**src/rtl/imsf_pkg.sv**
```systemverilog
package imsf_pkg;

  localparam int SENT_LEN  = 51;
  localparam int NCELL     = 49;
  localparam int IDX_W     = $clog2(SENT_LEN);
  localparam int CHAR_W    = 8;
  localparam int NUM_SAMP  = 6;
  localparam int SAMP_BASE = 7;
  localparam int DEC_BASE  = 37;

  localparam logic [IDX_W-1:0] SUM_FIRST = IDX_W'(1);
  localparam logic [IDX_W-1:0] SUM_LAST  = IDX_W'(48);
  localparam logic [IDX_W-1:0] IDX_CK_HI = IDX_W'(49);
  localparam logic [IDX_W-1:0] IDX_LAST  = IDX_W'(SENT_LEN - 1);

  localparam logic [CHAR_W-1:0] CH_NUL    = 8'h00;
  localparam logic [CHAR_W-1:0] CH_DOLLAR = 8'h24;
  localparam logic [CHAR_W-1:0] CH_G      = 8'h47;
  localparam logic [CHAR_W-1:0] CH_P      = 8'h50;
  localparam logic [CHAR_W-1:0] CH_I      = 8'h49;
  localparam logic [CHAR_W-1:0] CH_M      = 8'h4D;
  localparam logic [CHAR_W-1:0] CH_U      = 8'h55;
  localparam logic [CHAR_W-1:0] CH_COMMA  = 8'h2C;
  localparam logic [CHAR_W-1:0] CH_DOT    = 8'h2E;
  localparam logic [CHAR_W-1:0] CH_STAR   = 8'h2A;
  localparam logic [CHAR_W-1:0] CH_ZERO   = 8'h30;
  localparam logic [CHAR_W-1:0] CH_HEXA   = 8'h37;  // 'A' - 10

  typedef logic [NCELL-1:0][CHAR_W-1:0] cells_t;

  typedef struct packed {
    logic load;
    logic shift;
  } cell_ctl_t;

  typedef struct packed {
    logic [3:0] q;
    logic [6:0] r;
  } dec_split_t;

  function automatic logic [CHAR_W-1:0] hex_char(input logic [3:0] nib);
    logic [CHAR_W-1:0] c;
    if (nib <= 4'd9) begin
      c = CH_ZERO + {4'b0, nib};
    end else begin
      c = CH_HEXA + {4'b0, nib};
    end
    return c;
  endfunction

  // Split a value below 1000 into hundreds digit and remainder.
  function automatic dec_split_t split100(input logic [9:0] v);
    dec_split_t res;
    logic [9:0] rem;
    res.q = 4'd0;
    rem   = v;
    for (int k = 1; k <= 9; k++) begin
      if (v >= 10'(k * 100)) begin
        res.q = 4'(k);
        rem   = v - 10'(k * 100);
      end
    end
    res.r = rem[6:0];
    return res;
  endfunction

  // Split a value below 100 into tens digit and units.
  function automatic dec_split_t split10(input logic [6:0] v);
    dec_split_t res;
    logic [6:0] rem;
    res.q = 4'd0;
    rem   = v;
    for (int k = 1; k <= 9; k++) begin
      if (v >= 7'(k * 10)) begin
        res.q = 4'(k);
        rem   = v - 7'(k * 10);
      end
    end
    res.r = rem;
    return res;
  endfunction

endpackage

```
**src/rtl/imsf_cell.sv**
```systemverilog
module imsf_cell (
  input  logic                         clk,
  input  imsf_pkg::cell_ctl_t          ctl,
  input  logic [imsf_pkg::CHAR_W-1:0]  load_byte,
  input  logic [imsf_pkg::CHAR_W-1:0]  right_byte,
  output logic [imsf_pkg::CHAR_W-1:0]  byte_q
);
  import imsf_pkg::*;

  logic [CHAR_W-1:0] byte_r;
  logic [CHAR_W-1:0] byte_nxt;

  always_comb begin
    byte_nxt = byte_r;
    if (ctl.load) begin
      byte_nxt = load_byte;
    end else if (ctl.shift) begin
      byte_nxt = right_byte;
    end
  end

  always_ff @(posedge clk) begin
    byte_r <= byte_nxt;
  end

  assign byte_q = byte_r;

endmodule

```
**src/rtl/imsf_build.sv**
```systemverilog
module imsf_build (
  input  logic [15:0]      accel_x,
  input  logic [15:0]      accel_y,
  input  logic [15:0]      accel_z,
  input  logic [15:0]      gyro_x,
  input  logic [15:0]      gyro_y,
  input  logic [15:0]      gyro_z,
  input  logic [4:0]       hours,
  input  logic [5:0]       minutes,
  input  logic [5:0]       seconds,
  input  logic [7:0]       subsecond_count,
  output imsf_pkg::cells_t load_bytes
);
  import imsf_pkg::*;

  logic [NUM_SAMP-1:0][15:0] samp;
  logic [7:0]                ss_down;
  logic [17:0]               ms_prod;
  logic [9:0]                ms;
  dec_split_t                ms_h;
  dec_split_t                ms_t;
  dec_split_t                hh;
  dec_split_t                mm;
  dec_split_t                sc;

  assign samp = {gyro_z, gyro_y, gyro_x, accel_z, accel_y, accel_x};

  // milliseconds = (255 - count) * 1000 / 256, at most 996
  assign ss_down = 8'd255 - subsecond_count;
  assign ms_prod = {10'b0, ss_down} * 18'd1000;
  assign ms      = ms_prod[17:8];
  assign ms_h    = split100(ms);
  assign ms_t    = split10(ms_h.r);
  assign hh      = split10({2'b0, hours});
  assign mm      = split10({1'b0, minutes});
  assign sc      = split10({1'b0, seconds});

  always_comb begin
    load_bytes[0] = CH_DOLLAR;
    load_bytes[1] = CH_G;
    load_bytes[2] = CH_P;
    load_bytes[3] = CH_I;
    load_bytes[4] = CH_M;
    load_bytes[5] = CH_U;
    load_bytes[6] = CH_COMMA;
    for (int k = 0; k < NUM_SAMP; k++) begin
      for (int j = 0; j < 4; j++) begin
        load_bytes[SAMP_BASE + 5*k + j] = hex_char(samp[k][15 - 4*j -: 4]);
      end
      load_bytes[SAMP_BASE + 5*k + 4] = CH_COMMA;
    end
    load_bytes[DEC_BASE]      = CH_ZERO + {4'b0, hh.q};
    load_bytes[DEC_BASE + 1]  = CH_ZERO + {1'b0, hh.r};
    load_bytes[DEC_BASE + 2]  = CH_ZERO + {4'b0, mm.q};
    load_bytes[DEC_BASE + 3]  = CH_ZERO + {1'b0, mm.r};
    load_bytes[DEC_BASE + 4]  = CH_ZERO + {4'b0, sc.q};
    load_bytes[DEC_BASE + 5]  = CH_ZERO + {1'b0, sc.r};
    load_bytes[DEC_BASE + 6]  = CH_DOT;
    load_bytes[DEC_BASE + 7]  = CH_ZERO + {7'b0, (ms >= 10'd1000)};
    load_bytes[DEC_BASE + 8]  = CH_ZERO + {4'b0, ms_h.q};
    load_bytes[DEC_BASE + 9]  = CH_ZERO + {4'b0, ms_t.q};
    load_bytes[DEC_BASE + 10] = CH_ZERO + {1'b0, ms_t.r};
    load_bytes[DEC_BASE + 11] = CH_STAR;
  end

endmodule

```
**src/rtl/imu_sentence_formatter.sv**
```systemverilog
// Formats one set of six 16-bit motion samples and a time of day into a
// 51-byte ASCII sentence "$GPIMU,XXXX,...,hhmmss.mmmm*CC" and streams it
// out one byte per clock on out_char_out, marked by out_valid, with
// out_last_char high on the final checksum digit. A transaction is taken
// when start is high and busy is low; the byte cells load on acceptance,
// the first byte then passes through the output register, and the 51
// bytes follow back to back. The receiver cannot stall: every byte is
// shown for exactly one cycle. busy drops in the cycle that forms the
// final byte, so a new start can be taken there and the next sentence
// follows with no gap. The sentence rate is set by the one-byte-per-cycle
// output port: the first 49 bytes sit in a row of byte cells that shift
// toward the output each cycle, and the XOR checksum is gathered as those
// bytes leave and then sent as two hex digits.
module imu_sentence_formatter (
  input  logic                         clk,
  input  logic                         rst_n,
  input  logic                         start,
  output logic                         busy,
  input  logic [15:0]                  in_accel_x,
  input  logic [15:0]                  in_accel_y,
  input  logic [15:0]                  in_accel_z,
  input  logic [15:0]                  in_gyro_x,
  input  logic [15:0]                  in_gyro_y,
  input  logic [15:0]                  in_gyro_z,
  input  logic [4:0]                   in_hours,
  input  logic [5:0]                   in_minutes,
  input  logic [5:0]                   in_seconds,
  input  logic [7:0]                   in_subsecond_count,
  output logic                         out_valid,
  output logic [imsf_pkg::CHAR_W-1:0]  out_char_out,
  output logic                         out_last_char
);
  import imsf_pkg::*;

  logic              accept;
  cells_t            load_bytes;
  cells_t            cell_q;
  cell_ctl_t         ctl;

  logic              active_r,    active_nxt;
  logic [IDX_W-1:0]  idx_r,       idx_nxt;
  logic [CHAR_W-1:0] acc_r,       acc_nxt;
  logic              out_valid_r, out_valid_nxt;
  logic [CHAR_W-1:0] out_char_r,  out_char_nxt;
  logic              out_last_r,  out_last_nxt;

  // Stay busy until the cycle that forms the final byte.
  assign busy   = active_r && (idx_r != IDX_LAST);
  assign accept = start && !busy;

  imsf_build u_build (
    .accel_x         (in_accel_x),
    .accel_y         (in_accel_y),
    .accel_z         (in_accel_z),
    .gyro_x          (in_gyro_x),
    .gyro_y          (in_gyro_y),
    .gyro_z          (in_gyro_z),
    .hours           (in_hours),
    .minutes         (in_minutes),
    .seconds         (in_seconds),
    .subsecond_count (in_subsecond_count),
    .load_bytes      (load_bytes)
  );

  // Load the whole row on a new transaction; advance one byte toward
  // cell 0 while the body of the sentence is still leaving.
  assign ctl.load  = accept;
  assign ctl.shift = active_r && (idx_r <= SUM_LAST);

  for (genvar g = 0; g < NCELL; g++) begin : g_cell
    logic [CHAR_W-1:0] right;
    if (g == NCELL - 1) begin : g_tail
      assign right = CH_NUL;
    end else begin : g_mid
      assign right = cell_q[g+1];
    end
    imsf_cell u_cell (
      .clk        (clk),
      .ctl        (ctl),
      .load_byte  (load_bytes[g]),
      .right_byte (right),
      .byte_q     (cell_q[g])
    );
  end

  // Sequencing: index of the byte formed this cycle.
  always_comb begin
    active_nxt = active_r;
    idx_nxt    = idx_r;
    if (accept) begin
      active_nxt = 1'b1;
      idx_nxt    = '0;
    end else if (active_r) begin
      if (idx_r == IDX_LAST) begin
        active_nxt = 1'b0;
      end else begin
        idx_nxt = idx_r + IDX_W'(1);
      end
    end
  end

  // Checksum: fold in bytes after '$' up to and including '*'.
  always_comb begin
    acc_nxt = acc_r;
    if (accept) begin
      acc_nxt = '0;
    end else if (active_r && (idx_r >= SUM_FIRST) && (idx_r <= SUM_LAST)) begin
      acc_nxt = acc_r ^ cell_q[0];
    end
  end

  // Output byte: drain the cell row, then the two checksum digits.
  always_comb begin
    out_valid_nxt = active_r;
    out_last_nxt  = active_r && (idx_r == IDX_LAST);
    if (idx_r <= SUM_LAST) begin
      out_char_nxt = cell_q[0];
    end else if (idx_r == IDX_CK_HI) begin
      out_char_nxt = hex_char(acc_r[7:4]);
    end else begin
      out_char_nxt = hex_char(acc_r[3:0]);
    end
  end

  always_ff @(posedge clk) begin
    if (!rst_n) begin
      active_r    <= 1'b0;
      idx_r       <= '0;
      out_valid_r <= 1'b0;
    end else begin
      active_r    <= active_nxt;
      idx_r       <= idx_nxt;
      out_valid_r <= out_valid_nxt;
    end
  end

  always_ff @(posedge clk) begin
    acc_r      <= acc_nxt;
    out_char_r <= out_char_nxt;
    out_last_r <= out_last_nxt;
  end

  assign out_valid     = out_valid_r;
  assign out_char_out  = out_char_r;
  assign out_last_char = out_last_r;

`ifndef SYNTH
  // Every accepted transaction opens with '$', shown once it has passed
  // through the cell row and the output register.
  a_first_dollar: assert property (@(posedge clk) disable iff (!rst_n)
    accept |-> ##2 (out_valid && (out_char_out == CH_DOLLAR)))
    else $error("sentence did not open with dollar sign");

  // The final byte is always preceded by a valid byte.
  a_last_contig: assert property (@(posedge clk) disable iff (!rst_n)
    (out_valid && out_last_char) |-> $past(out_valid))
    else $error("final byte without preceding byte");

  // Nothing is emitted while the sequencer is idle.
  a_idle_quiet: assert property (@(posedge clk) disable iff (!rst_n)
    (!active_r && !accept) |=> !out_valid)
    else $error("byte emitted while idle");
`endif

endmodule
```
**config.mk**
```make
export PLATFORM = sky130hd
export DESIGN_NAME = imu_sentence_formatter
export DESIGN_NICKNAME = d
export VERILOG_FILES = /design/src/rtl/imsf_pkg.sv /design/src/rtl/imsf_cell.sv /design/src/rtl/imsf_build.sv /design/src/rtl/imu_sentence_formatter.sv
export SDC_FILE = /design/constraint.sdc
export NUM_CORES = 1
export LEC_CHECK = 0
export ABC_AREA = 1
export BUFFER_PORTS_ARGS = -buffer_cell sky130_fd_sc_hd__clkbuf_2
export CAP_MARGIN = 20
export CORE_MARGIN = 1
export CORE_UTILIZATION = 50
export CTS_CLUSTER_SIZE = 24
export DETAILED_ROUTE_END_ITERATION = 16
export PLACE_DENSITY = 0.71
export SLEW_MARGIN = 20
export SYNTH_ARGS = -nofsm -noshare
export SYNTH_HDL_FRONTEND = slang
export SYNTH_SLANG_ARGS = --single-unit
```
**constraint.sdc**
```tcl
create_clock -name clk -period 11.48 [get_ports clk]
set_clock_uncertainty 0.1 [all_clocks]
set_input_delay 1.148 -clock clk [delete_from_list [all_inputs] [get_ports clk]]
set_output_delay 1.148 -clock clk [all_outputs]
set_load 0.01 [all_outputs]
```
==> results.yml <==
cts:
  cts.path.max_buffers: 3
  cts-root-buf: "clkbuf_16"
  cts_tree: "built"
  cts_hold_buffers: 0
  cts_setup_buffers: 0
  clk-insertion-delay-late_ns: 0.56
  cts-resized-gates: 0
  numCtsBuffers: 43
  clkTransAtPathRegs_ns: 0.06
  clock-sinks: 410
  ctsHtreeMaxLevel: 2
finish:
  final_util_pct: 56.8
  syn_to_final_growth_pct: 11.3
  drive_gt1_share_pct: 9.44
  fill_cells: 4131
  antenna_cells: 0
  multiInputGateArea_sq_um: 10900
  nNetsFinal: 3262
  register_area_sq_um: 10900
flow_run:
  max-cap-violations: 0
route:
  wl_mm: 53.6
  dr.pass1.iters: 5
  viasPerCell: 5.31
  drc_errors: 0
  dr.first_iter.drc_count: 1355
  ant_nets: 0
  vias: 19100
  wl_per_cell_um: 14.9
setup_path:
  cp_data_arrival_time_ns: 8.92
  critPathLaunch: "in_subsecond_count[2]"
  path_class: "primary input to register"
  start_kind: "primary input"
  r2r-start: "idx_r[0]$_SDFFE_PP0P_"
  worstPathMaxFanout: 12
  crit_slowest_cell: "fa_1"
  crit_path_frequent_cell: "nand2_1"
  cpPeakStageDelay_ns: 0.51
  end_kind: "register"
  crit_required_ns: 11.70
  r2r_slack_ns: 6.92
synth:
  synth_top_area_share_pct: 34.9
  synth.net_count: 3169
  syn_inst: 2872
  synth_edf_count: 272
  synth_adder_area_share_pct: 9.93
  yosysSeqAreaShare_pct: 46.8
  synth-async-reset-ratio_pct: 0
  synthXorXnorAreaFrac_pct: 2.09
  yosys.area_share.simple_pct: 23.0
  yosysMostFrequentCell: "nand2_1"
  yosys_warnings: 0
  synth.area.mux_share_pct: 0
  synth-main-ff-cell: "edfxtp_1"
  synth_area_per_cell_sq_um: 8.14
  yosysUniqueCellTypes: 49
  ys_seq_elements: 410
  netlist_area_sq_um: 23400
  ys_top_cells_by_area: "edfxtp_1 35%, nand2_1 14%, dfxtp_1 12%"
  yosys.area.top_type: "edfxtp_1"
  synth_compound_area_share_pct: 11.4
  synth_commonest_cells: "861 x nand2_1, 311 x inv_1, 272 x edfxtp_1, 243 x nor2_1, 193 x o21ai_0"
  synth_top_family_by_area: "simple AND/OR/NAND/NOR gates"
global_routing:
  grt-ovfl-total: 0
  antenna_found_initial: 0
  grt_pass1_vias: 18500
  grt.total_usage_pct: 22.7
  grt_pass1_wl_mm: 89.2
  grt_max_degree: 190
floorplan:
  ios: 135
  core_sq_um: 45800
  die-area_sq_um: 47600
  die_x_um: 218
  initial_core_util_pct: 51.1
  die_h_um: 218
  row_count: 78
sta:
  max_freq_ghz: 0.115
  slew_headroom_pct: 25.5
  rsz0062_at_grt: "no"
  fin_crit_ns: 8.70
  setup_viol: 0
  timing.final.hold_violations: 0
  slew_violations: 0
  tns_ns: 0
  tightestPinTransition_ns: 1.12
  period_share_pct: 75.8
placement:
  gp_congestion: 0.908
  hpwl_mm: 36.8
  portBuffers: 134
min_path:
  hp-class: "register to register"
  hp-start: "g_cell[44].u_cell.byte_q[2]$_SDFFCE_PP0P_"
status:
  status: "complete, no violations"
kinds of logic (layout without fill, tap and decap cells):
| group | count (synthesis) | after routing |
|---|---|---|
| adder cells (fa/ha/maj) | 173 | 173 |
| XOR/XNOR | 54 | 54 |
| AO/OA/AOI/OAI | 481 | 481 |
| AND/OR/NAND/NOR | 1328 | 1328 |
| buffers and inverters | 426 | 552 |
| flip-flops | 410 | 410 |
metrics by stage:
stage	cell area [sq um]	cells	hold WS, ns	setup WS [ns]
final	26000	3598	0.346	2.78
after global routing	26000	3598	0.372	1.94
after CTS	26000	3598	0.350	2.84
after detailed placement	24600	3520	0.347	2.25
after global placement	24600	3520	0.341	2.40
after floorplan	23400	2872	0.327	2.88
cells in the final DEF (no fill, tap or decap), types with 4 or more instances in the layout:
cell	n
o221ai_1	4
inv_1	311
o22ai_1	4
nand2_2	18
o21ai_0	193
nor2_2	4
clkbuf_2	134
o21a_1	9
clkinv_1	4
nand3_1	136
edfxtp_1	272
fa_1	21
clkbuf_16	43
clkbuf_1	8
a21oi_1	175
o211ai_1	8
clkbuf_8	9
buf_4	5
o21ai_1	8
xnor2_1	9
or2_2	15
nor3_1	25
inv_2	18
nand2_1	860
nor4_1	5
o31ai_1	22
ha_1	152
a31oi_1	40
dfxtp_1	138
nor2_1	241
xor2_1	43
clkinv_2	5
nand4_1	12
nand2_4	4
critical path, delay by kind of cell:
family | cells | cell delay (ns)
XOR/XNOR | 2 | 0.68
AO/OA/AOI/OAI | 4 | 0.70
buffers and inverters | 10 | 1.23
adder cells (fa/ha/maj) | 8 | 2.84
AND/OR/NAND/NOR | 28 | 2.32
sequential cells by signal (all words and copies together) (netlist names):
name / count
out_last_char: 1
acc_r: 8
active_r: 1
idx_r: 6
out_char_out: 8
out_valid: 1
g_cell.u_cell.byte_q: 385
layer usage:
metal / track usage [%] / up-vias / routed length, um
met5: 0 / - / 0
met4: 7.27 / 0 / 1410
met3: 2.85 / 96 / 2300
met2: 38.8 / 435 / 26100
met1: 29.9 / 8960 / 23800
li1: - / 9598 / -
layout make-up:
| class | count | area share [%] |
|---|---|---|
| Timing Repair Buffer | 142 | 2.95 |
| Sequential cell | 410 | 42.0 |
| Tap cell | 600 | 2.89 |
| Clock buffer | 60 | 4.73 |
| Multi-Input combinational cell | 2036 | 41.8 |
| Inverter | 332 | 4.83 |
| Clock inverter | 18 | 0.808 |
path summary, 6_finish.rpt:
check	end	cells after the start
worst max register to register	g_cell[23].u_cell.byte_q[4]$_DFFE_PP_	10
worst max-delay path	g_cell[47].u_cell.byte_q[6]$_SDFFCE_PN0P_	52
worst min register to register	g_cell[43].u_cell.byte_q[2]$_SDFFE_PP1P_	2
worst min-delay path	g_cell[43].u_cell.byte_q[2]$_SDFFE_PP1P_	2
Power is not shown: default switching activity piles up to over one toggle a cycle in this logic, so the estimate is an artifact.
